### config.mk
export PLATFORM = sky130hd
export DESIGN_NAME = load_cell_adc_serial_reader_top
export DESIGN_NICKNAME = d
export VERILOG_FILES = /design/src/sv/lcar_pkg.sv /design/src/sv/lcar_core.sv /design/src/sv/load_cell_adc_serial_reader_top.sv
export VERILOG_INCLUDE_DIRS = /design/src /design/src/sv
export SDC_FILE = /design/constraint.sdc
export NUM_CORES = 2
export LEC_CHECK = 0
export BUFFER_PORTS_ARGS = -buffer_cell sky130_fd_sc_hd__buf_2
export CORE_MARGIN = 8
export CORE_UTILIZATION = 45
export DETAILED_ROUTE_END_ITERATION = 8
export PLACE_DENSITY = 0.72
export SYNTH_ARGS = -nofsm -noshare
export SYNTH_HDL_FRONTEND = slang
export SYNTH_SLANG_ARGS = --single-unit
### constraint.sdc
create_clock -name clk -period 9.35 [get_ports clk]
set_clock_uncertainty 0.15 [all_clocks]
set_input_delay 0.935 -clock clk [delete_from_list [all_inputs] [get_ports clk]]
set_output_delay 0.935 -clock clk [all_outputs]
set_load 0.005 [all_outputs]
### src/sv/load_cell_adc_serial_reader_top_macros.svh
// assertion helpers shared by the rtl
`ifndef LOAD_CELL_ADC_SERIAL_READER_TOP_MACROS_SVH
`define LOAD_CELL_ADC_SERIAL_READER_TOP_MACROS_SVH

`ifndef SYNTHESIS
`define LCAR_ASSERT_NOW(label, clk, rstn, cond) \
	label: assert property (@(posedge clk) disable iff (!(rstn)) (cond)) \
		else $error("assertion failed: immediate condition");
`define LCAR_ASSERT_NEXT(label, clk, rstn, ante, cons) \
	label: assert property (@(posedge clk) disable iff (!(rstn)) (ante) |=> (cons)) \
		else $error("assertion failed: next cycle condition");
`else
`define LCAR_ASSERT_NOW(label, clk, rstn, cond)
`define LCAR_ASSERT_NEXT(label, clk, rstn, ante, cons)
`endif

`endif

### src/sv/lcar_pkg.sv
`timescale 1ns / 1ps
package lcar_pkg;

	localparam int CODE_W  = 24;
	localparam int SCALE_W = 32;
	localparam int TOUT_W  = 20;
	localparam int CFG_IDX_W = 4;

	localparam logic [CODE_W-1:0] SIGN_FLIP = 24'h800000;

	localparam logic [CFG_IDX_W-1:0] REG_SCALE   = 4'd0;
	localparam logic [CFG_IDX_W-1:0] REG_TIMEOUT = 4'd1;

	localparam logic [SCALE_W-1:0] SCALE_RESET   = 32'd9870992;
	localparam logic [TOUT_W-1:0]  TIMEOUT_RESET = 20'd1000000;

	typedef enum logic [2:0] {
		PH_IDLE  = 3'd0,
		PH_WAIT  = 3'd1,
		PH_HIGH  = 3'd2,
		PH_LOW   = 3'd3,
		PH_GAIN1 = 3'd4,
		PH_GAIN2 = 3'd5
	} phase_t;

	// packed so that clock_level sits in the lowest bit
	typedef struct packed {
		logic              timed_out;
		logic [CODE_W-1:0] weight;
		logic [CODE_W-1:0] raw_code;
		logic              sample_done;
		logic              busy_res;
		logic              clock_level;
	} result_t;

	localparam int RESULT_W = $bits(result_t);
	localparam int OUT_TDATA_W = ((RESULT_W + 7) / 8) * 8;

endpackage

### src/sv/lcar_core.sv
`timescale 1ns / 1ps
module lcar_core #(
	parameter int DATA_BITS = 24
) (
	input  logic                          clk,
	input  logic                          arst_n,
	input  logic                          step,
	input  logic                          start_req,
	input  logic                          data_level,
	input  logic [lcar_pkg::SCALE_W-1:0]  scale_reciprocal,
	input  logic [lcar_pkg::TOUT_W-1:0]   ready_timeout,
	output lcar_pkg::result_t             result,
	output lcar_pkg::phase_t              phase
);
	import lcar_pkg::*;

	localparam int BIT_W = $clog2(DATA_BITS + 1);

	phase_t              phase_q, phase_d;
	logic [BIT_W-1:0]    bit_index_q, bit_index_d;
	logic [CODE_W-1:0]   shift_q, shift_d;
	logic [TOUT_W-1:0]   wait_count_q, wait_count_d;
	logic                low_seen_q, low_seen_d;
	logic                tout_flag_q, tout_flag_d;
	logic [CODE_W-1:0]   raw;
	logic [CODE_W+SCALE_W-1:0] product;

	assign raw     = shift_q ^ SIGN_FLIP;
	assign product = {{SCALE_W{1'b0}}, raw} * {{CODE_W{1'b0}}, scale_reciprocal};

	always_comb begin
		phase_d      = phase_q;
		bit_index_d  = bit_index_q;
		shift_d      = shift_q;
		wait_count_d = wait_count_q;
		low_seen_d   = low_seen_q;
		tout_flag_d  = tout_flag_q;
		result       = '0;
		unique case (phase_q)
			PH_IDLE: begin
				if (start_req) begin
					phase_d      = PH_WAIT;
					bit_index_d  = '0;
					shift_d      = '0;
					wait_count_d = '0;
					low_seen_d   = 1'b0;
					tout_flag_d  = 1'b0;
				end
			end
			PH_WAIT: begin
				if (!data_level && low_seen_q) begin
					phase_d = PH_HIGH;
				end else begin
					low_seen_d   = !data_level;
					wait_count_d = wait_count_q + 1'b1;
					if (wait_count_d >= ready_timeout) begin
						tout_flag_d = 1'b1;
						phase_d     = PH_HIGH;
					end
				end
			end
			PH_HIGH: begin
				phase_d = PH_LOW;
			end
			PH_LOW: begin
				shift_d     = {shift_q[CODE_W-2:0], data_level};
				bit_index_d = bit_index_q + 1'b1;
				if (bit_index_d >= BIT_W'(DATA_BITS))
					phase_d = PH_GAIN1;
				else
					phase_d = PH_HIGH;
			end
			PH_GAIN1: begin
				phase_d = PH_GAIN2;
			end
			PH_GAIN2: begin
				result.raw_code    = raw;
				result.weight      = product[CODE_W+SCALE_W-1:SCALE_W];
				result.timed_out   = tout_flag_q;
				result.sample_done = 1'b1;
				phase_d            = PH_IDLE;
			end
			default: begin
				phase_d = PH_IDLE;
			end
		endcase
		result.clock_level = (phase_d == PH_HIGH) || (phase_d == PH_GAIN1) ||
			(phase_d == PH_GAIN2);
		result.busy_res = (phase_d != PH_IDLE);
	end

	always_ff @(posedge clk or negedge arst_n) begin
		if (!arst_n) begin
			phase_q      <= PH_IDLE;
			bit_index_q  <= '0;
			shift_q      <= '0;
			wait_count_q <= '0;
			low_seen_q   <= 1'b0;
			tout_flag_q  <= 1'b0;
		end else if (step) begin
			phase_q      <= phase_d;
			bit_index_q  <= bit_index_d;
			shift_q      <= shift_d;
			wait_count_q <= wait_count_d;
			low_seen_q   <= low_seen_d;
			tout_flag_q  <= tout_flag_d;
		end
	end

	assign phase = phase_q;

endmodule

### src/sv/load_cell_adc_serial_reader_top.sv
`timescale 1ns / 1ps
// readout controller for a two-wire 24-bit load-cell converter at gain 128
// slave stream: one transaction per half-clock tick, tdata = start_req, data_level
// master stream: one transaction per tick, carrying the clock line level, busy,
//   sample_done and, on the completing tick, raw_code, weight and timed_out
// config channel: cfg_index 0 writes scale_reciprocal, 1 writes ready_timeout,
//   other indexes are ignored; always ready, write only while no readout runs
// a tick accepted into the input register reaches m_axis_tdata through the
//   result register unless the result register is still held by a stalled
//   receiver
// throughput: one tick per cycle unless stalled; single input and result stage
// a full readout spans 2 * DATA_BITS + 3 ticks plus the data-ready wait
// weight is a 24 x 32 multiply feeding the result register directly
// reset: readout idle, both stages empty, registers at their reset values
// when m_axis_tready is low the result register holds; the input register
//   still fills once, then s_axis_tready drops until the result is taken
`include "load_cell_adc_serial_reader_top_macros.svh"
module load_cell_adc_serial_reader_top #(
	parameter int DATA_BITS = 24
) (
	input  logic                               clk,
	input  logic                               arst_n,
	input  logic                               s_axis_tvalid,
	output logic                               s_axis_tready,
	input  logic [7:0]                         s_axis_tdata,  // start_req, data_level
	output logic                               m_axis_tvalid,
	input  logic                               m_axis_tready,
	// clock_level, busy_res, sample_done, raw_code, weight, timed_out
	output logic [lcar_pkg::OUT_TDATA_W-1:0]   m_axis_tdata,
	input  logic                               cfg_valid,
	output logic                               cfg_ready,
	input  logic [lcar_pkg::CFG_IDX_W-1:0]     cfg_index,
	input  logic [lcar_pkg::SCALE_W-1:0]       cfg_data
);
	import lcar_pkg::*;

	logic                 in_valid_s1;
	logic                 start_s1;
	logic                 data_s1;
	logic                 out_valid_q;
	result_t              out_q;
	result_t              core_res;
	phase_t               phase;
	logic                 advance;
	logic [SCALE_W-1:0]   scale_q;
	logic [TOUT_W-1:0]    timeout_q;

	assign advance       = in_valid_s1 && (!out_valid_q || m_axis_tready);
	assign s_axis_tready = !in_valid_s1 || advance;
	assign cfg_ready     = 1'b1;

	always_ff @(posedge clk or negedge arst_n) begin
		if (!arst_n) begin
			scale_q   <= SCALE_RESET;
			timeout_q <= TIMEOUT_RESET;
		end else if (cfg_valid) begin
			unique case (cfg_index)
				REG_SCALE:   scale_q   <= cfg_data;
				REG_TIMEOUT: timeout_q <= cfg_data[TOUT_W-1:0];
				default: ;
			endcase
		end
	end

	always_ff @(posedge clk or negedge arst_n) begin
		if (!arst_n) begin
			in_valid_s1 <= 1'b0;
		end else if (s_axis_tready) begin
			in_valid_s1 <= s_axis_tvalid;
		end
	end

	always_ff @(posedge clk) begin
		if (s_axis_tready && s_axis_tvalid) begin
			start_s1 <= s_axis_tdata[0];
			data_s1  <= s_axis_tdata[1];
		end
	end

	lcar_core #(
		.DATA_BITS(DATA_BITS)
	) u_core (
		.clk              (clk),
		.arst_n           (arst_n),
		.step             (advance),
		.start_req        (start_s1),
		.data_level       (data_s1),
		.scale_reciprocal (scale_q),
		.ready_timeout    (timeout_q),
		.result           (core_res),
		.phase            (phase)
	);

	always_ff @(posedge clk or negedge arst_n) begin
		if (!arst_n) begin
			out_valid_q <= 1'b0;
		end else if (advance) begin
			out_valid_q <= 1'b1;
		end else if (m_axis_tready) begin
			out_valid_q <= 1'b0;
		end
	end

	always_ff @(posedge clk) begin
		if (advance) begin
			out_q <= core_res;
		end
	end

	assign m_axis_tvalid = out_valid_q;
	assign m_axis_tdata  = {{(OUT_TDATA_W - RESULT_W){1'b0}}, out_q};

	`LCAR_ASSERT_NOW(a_done_ends_busy, clk, arst_n,
		!(out_valid_q && out_q.sample_done && out_q.busy_res))
	`LCAR_ASSERT_NOW(a_clock_only_busy, clk, arst_n,
		!(out_valid_q && out_q.clock_level && !out_q.busy_res))
	`LCAR_ASSERT_NOW(a_code_only_on_done, clk, arst_n,
		!(out_valid_q && !out_q.sample_done && (out_q.raw_code != '0)))
	`LCAR_ASSERT_NEXT(a_gain2_returns_idle, clk, arst_n,
		advance && (phase == PH_GAIN2), phase == PH_IDLE)

endmodule
[Yosys cells after proc, flatten, opt, wreduce, memory -nomap -nowiden]
Cells that the tools add are included.
Storage, ports and cells
  ROM bits: 0
  logic and storage cells: 78
  bits in writable memories: 0
  input port bits: 49
  register bits after elaboration: 162
  memories: 0
  bits in latches: 0
  output and inout bits: 59
Cells by class
  equal/unequal tests: 12
  mux-type cells: 21
  bitwise gates (word level): 1
  shifts and indexed selects: 0
  div/mod/pow operators: 0
  $mul: 1
  add/sub/neg operators: 2
  magnitude comparators: 2
  reductions and logical operators: 21
Operator list (number)
  $mul A24 B32 Y56: 1
  $pmux W24 S2: 1
  $mux W20: 2
  $pmux W20 S2: 1
  $mux W24: 1
  $add A20 B1 Y20 const B: 1
  $ge A20 B20 Y1: 1
  $pmux W3 S5: 1
  $eq A3 B3 Y1 const B: 4
  $mux W3: 4
  $pmux W5 S2: 1
  $eq A3 B2 Y1 const B: 3
  $mux W1: 7
  $reduce_bool A2 Y1: 3
  $add A5 B1 Y5 const B: 1
  $ge A5 B5 Y1 const B: 1
  $mux W5: 1
  $reduce_and A5 Y1: 1
  $eq A4 B1 Y1 const B: 1
  $logic_not A4 Y1: 1
  $logic_or A1 B1 Y1: 4
  $ne A2 B2 Y1 const B: 2
  $pmux W1 S2: 2
  $reduce_and A2 Y1: 2
  other kinds (9): 13

[Logic depth before layout (Yosys ltp)]
  word-level depth: 8
  mapped depth: 26
  depth with buffers taken out: 24

[Modules after synthesis]
A second synthesis with hierarchy kept.
Unflattened totals
  cell total of the unflattened synthesis: 3430
  area total of the unflattened synthesis: 31769.2 um2
Modules (own cells, without submodules)
  lcar_core: area each 27951.8 um2, cells each 3249, seq. area each 1351.3 um2, times used 1
  load_cell_adc_serial_reader_top: area each 3817.4 um2, cells each 181, seq. area each 2995.4 um2, times used 1

[Least setup slack after synthesis]
No wires, ideal clock.
  path type: register to register
  from: reg scale_q[20]
  to: reg out_q (netlist bit m_axis_tdata[47]), data pin
  slack: 2.356 ns
  path buffers: 1
  stages on the path, launching flop included: 25
  arrival time: 6.583 ns
  period minus slack after synthesis: 6.994 ns
  data required time: 8.939 ns
  library setup time: 0.261 ns
  cells stage by stage: dfstp_2 -> clkbuf_1 -> nand2_1 -> fa_1 -> inv_1 -> fa_1 -> inv_1 -> fa_1 -> fa_1 -> inv_1 -> fa_1 -> fa_1 -> inv_1 -> fa_1 -> inv_1 -> ha_1 -> and4_4 -> and3_1 -> a221oi_2 -> a21boi_1 -> o41ai_2 -> a21oi_1 -> o21ai_1 -> nand3_1 -> nor3b_2
Between the ends
  cells in the longest elaborated chain, start to end: 1
RTL lines
  from (decl): RTL line load_cell_adc_serial_reader_top.sv:45  | logic [SCALE_W-1:0] scale_q;
  from (signal assigned): RTL line load_cell_adc_serial_reader_top.sv:58  | REG_SCALE: scale_q <= cfg_data;
  $mul A24 B32 Y56: RTL line lcar_core.sv:29  | assign product = {{SCALE_W{1'b0}}, raw} * {{CODE_W{1'b0}}, scale_reciprocal};
  to (signal assigned): RTL line load_cell_adc_serial_reader_top.sv:106  | out_q <= core_res;
  to (decl): RTL line load_cell_adc_serial_reader_top.sv:41  | result_t out_q;
No other way between the ends.
A chain may end at the register's enable or synchronous reset.

[Worst setup path after layout]
  from: reg u_core.shift_q[15]
  to: reg out_q (netlist bit m_axis_tdata[42]), data pin
Between the ends
  cells in the longest elaborated chain, start to end: 1
RTL lines
  from (decl): RTL line lcar_core.sv:21  | logic [CODE_W-1:0] shift_q, shift_d;
  from (signal assigned): RTL line lcar_core.sv:103  | shift_q <= shift_d;
  $mul A24 B32 Y56: RTL line lcar_core.sv:29
No other way between the ends.

==> flow_summary_export.csv <==
group,metric,value,unit
global_routing,grt_pass1_wl,132000,µm
clocking,cts_tree,"yes",
sta,setup_viol,0,
placed_design,dp_hpwl,63100,µm
sta,rsz0062_at_grt,"no",
logic_synthesis,synth-seq-cells,162,
critical_path,cp-start-kind,"flop",
logic_synthesis,synth.avg_cell_area,9.43,µm²
clocking,clockRootBuffer,"clkbuf_16",
floorplan,dieWidth,280,µm
finish,area_growth,6.80,%
sta,relSlewSlack,0.209,
placed_design,portBuffers,96,
routing,vias,22600,
logic_synthesis,netlist_area,31300,µm²
worst_hold_path,hp-class,"flop to flop",
logic_synthesis,seq_area_frac_synth,0.139,
critical_path,crit_family,"adder cells",
finish,regArea,4360,µm²
routing,finalWirelength,80900,µm
critical_path,critical_path_buf_inv_count,4,
global_routing,grt_util_all_layers,0.213,
critical_path,reg2reg_to,"m_axis_tdata[42]",
placed_design,place_area,32900,µm²
critical_path,critical_path_depth,22,
routing,drt_iter0_markers,1652,
routing,drc_errors,0,
floorplan,initial_core_util,0.456,
routing,ant_nets,0,
finish,final_util,0.487,
global_routing,grt_overflow,0,
sta,timing.final.crit_share,0.910,
clocking,cts.sinks,162,
logic_synthesis,synth.distinct_cells,66,
logic_synthesis,synth_ff_type,"dfrtp_1",
critical_path,cp-end-kind,"flop",
critical_path,required,9490,ps
finish,fill_cells,6355,
finish,design.final.nets,4235,
critical_path,cp-endpoint,"m_axis_tdata[42]",
finish,final_cell_area,33500,µm²
floorplan,die-area,78300,µm²
power_and_ir_drop,p_leak,17.0,nW
clocking,htreeDepth,4,
clocking,clk_pin_slew,70,ps
routing,drtPass1Iterations,5,
critical_path,crit_top_cell,"fa_1",
global_routing,grt_max_degree,65,
run_status,status,"finished clean",
placed_design,gp_congestion,0.945,
logic_synthesis,yosys.area.top_type,"fa_1",
sta,hold_viol,0,
critical_path,worstSetupPathType,"flop to flop",
logic_synthesis,synth-edff-count,54,
clocking,clk_latency,450,ps
clocking,hold_buffers,0,
critical_path,cpMaxStageDelayCell,"dfrtp_1",
critical_path,r2r-start,"u_core.shift_q[15]",
finish,layout-drive-gt1-share,0.0892,
global_routing,antenna_found_initial,1,
critical_path,cp.arrival,8650,ps
logic_synthesis,async_reset_ff_frac,0.667,
job,cap_violations,0,
sta,finalMaxSlewViolations,0,
floorplan,die_y,280,µm
floorplan,ios,108,
clocking,cts_buffers,17,
floorplan,core.rowCount,96,
finish,fin_cells,4273,
critical_path,reg2reg_depth,22,
floorplan,core_area,68700,µm²
power_and_ir_drop,power_density,307,nW/µm²
logic_synthesis,yosys.area.top_type_share,0.420,
critical_path,path_cells,"buf_4, nand2_1, fa_1, inv_1, fa_1, fa_1, fa_1, fa_1, fa_1, inv_1, fa_1, inv_1, ha_1, a21oi_1, o21bai_1, a21oi_1, a31oi_1, nand3_1, o21ai_0, a21boi_0, o21ai_0, mux2i_1",
clocking,postCtsResizedCells,0,
placed_design,dp_cells,4240,
clocking,cts_max_path_buffers,2,
critical_path,r2r_setup_slack,850,ps
routing,avgRoutedWirePerCell,18.9,µm
routing,vias_per_cell,5.29,
worst_hold_path,hold_path_depth,1,
logic_synthesis,synth.area.top_cells,"fa_1, inv_1, ha_1, and2_1, dfrtp_1",
sta,tightest_slew,1190,ps
power_and_ir_drop,irDropWorstVdd,470,µV
critical_path,path_max_fanout,14,
critical_path,critPathMaxStageDelay,1130,ps
sta,tns,0,ps
finish,multi_input_comb_area,23500,µm²
logic_synthesis,ys_warn_count,0,
sta,min_period,8500,ps
clocking,post_cts_buffers,0,
critical_path,crit_start,"u_core.shift_q[15]",
global_routing,grt_pass1_vias,24100,
logic_synthesis,synth_cells,3322,
sta,fmax,0.118,GHz
cells in the final DEF (no fill, tap or decap), types with 44 or more instances in the layout:
cell	synthesis	layout
dfrtp_1	90	79
ha_1	201	201
nor2_1	66	66
buf_4	5	72
and3_1	44	44
inv_1	748	747
mux2_2	52	52
fa_1	657	657
o21ai_0	60	60
a21oi_1	61	61
edfxtp_1	54	54
and2_1	368	368
nand2_1	427	427
buf_2	1	95
stage by stage:
| stage | total power, W | worst slack (ps) | hold WS (ps) |
|---|---|---|---|
| CTS | 0.0103 | 1030 | 342 |
| detailed placement | 0.00950 | 1090 | 334 |
| global route | 0.0115 | 627 | 357 |
| floorplan | 0.00705 | 2360 | 301 |
| finish | 0.0103 | 846 | 342 |
| global placement | 0.00936 | 1120 | 313 |
layout make-up:
cell class | count | area share
repair buffers | 169 | 0.0316
multi-input cells | 2230 | 0.702
clock inverters | 14 | 0.00415
diodes | 1 | 0.0000748
well taps | 931 | 0.0348
inverters | 748 | 0.0839
clock buffers | 18 | 0.0135
flip-flops and latches | 162 | 0.130
cell usage after synthesis, types with 30 or more instances:
cell and instances:
a21o_1 33, a21oi_1 61, a22o_1 30, and2_1 368, and3_1 44, clkbuf_1 178, dfrtp_1 90, edfxtp_1 54
fa_1 657, ha_1 201, inv_1 748, mux2_2 52, nand2_1 427, nor2_1 66, o21ai_0 60
report_power, final:
group / switching [W] / leakage (nW) / total, W / internal, W
Combinational: 0.00505 / 14.9 / 0.00828 / 0.00323
Clock: 0.000335 / 0.279 / 0.000704 / 0.000369
Sequential: 0.000444 / 1.88 / 0.00130 / 0.000854
logic make-up (layout without fill, tap and decap cells):
logic type,Yosys count,in the layout,synth area share
AO/OA/AOI/OAI,243,243,0.0508
XOR/XNOR,43,43,0.0123
adder cells (fa/ha/maj),858,858,0.500
buffers and inverters,933,949,0.112
flip-flops,162,162,0.139
multiplexers,55,55,0.0197
other,2,6,0.000240
AND/OR/NAND/NOR,1026,1026,0.166
state kept, by name, summed over array words and instances, names as in the netlist:
signal,count
u_core.phase,3
m_axis_tdata,52
m_axis_tvalid,1
scale_q,32
u_core.low_seen_q,1
data_s1,1
u_core.bit_index_q,5
u_core.shift_q,24
start_s1,1
in_valid_s1,1
timeout_q,20
u_core.wait_count_q,20
u_core.tout_flag_q,1
metal layers:
layer  vias up  wire [µm]  GRT usage
met3       187       6050     0.0315
li1       9873          -          -
met5         -          0          0
met2       912      39300      0.359
met1     11700      32400      0.278
met4         0       3180     0.0787
worst min-delay path by stage:
stage	startpoint	end	slack [ps]
floorplan	u_core.low_seen_q	u_core.low_seen_q	300
global placement	u_core.low_seen_q	u_core.low_seen_q	310
detailed placement	in_valid_s1	m_axis_tvalid	330
CTS	in_valid_s1	m_axis_tvalid	340
global route	in_valid_s1	m_axis_tvalid	360
finish	in_valid_s1	m_axis_tvalid	340
Note: power is estimated with default switching activity, not from simulation.
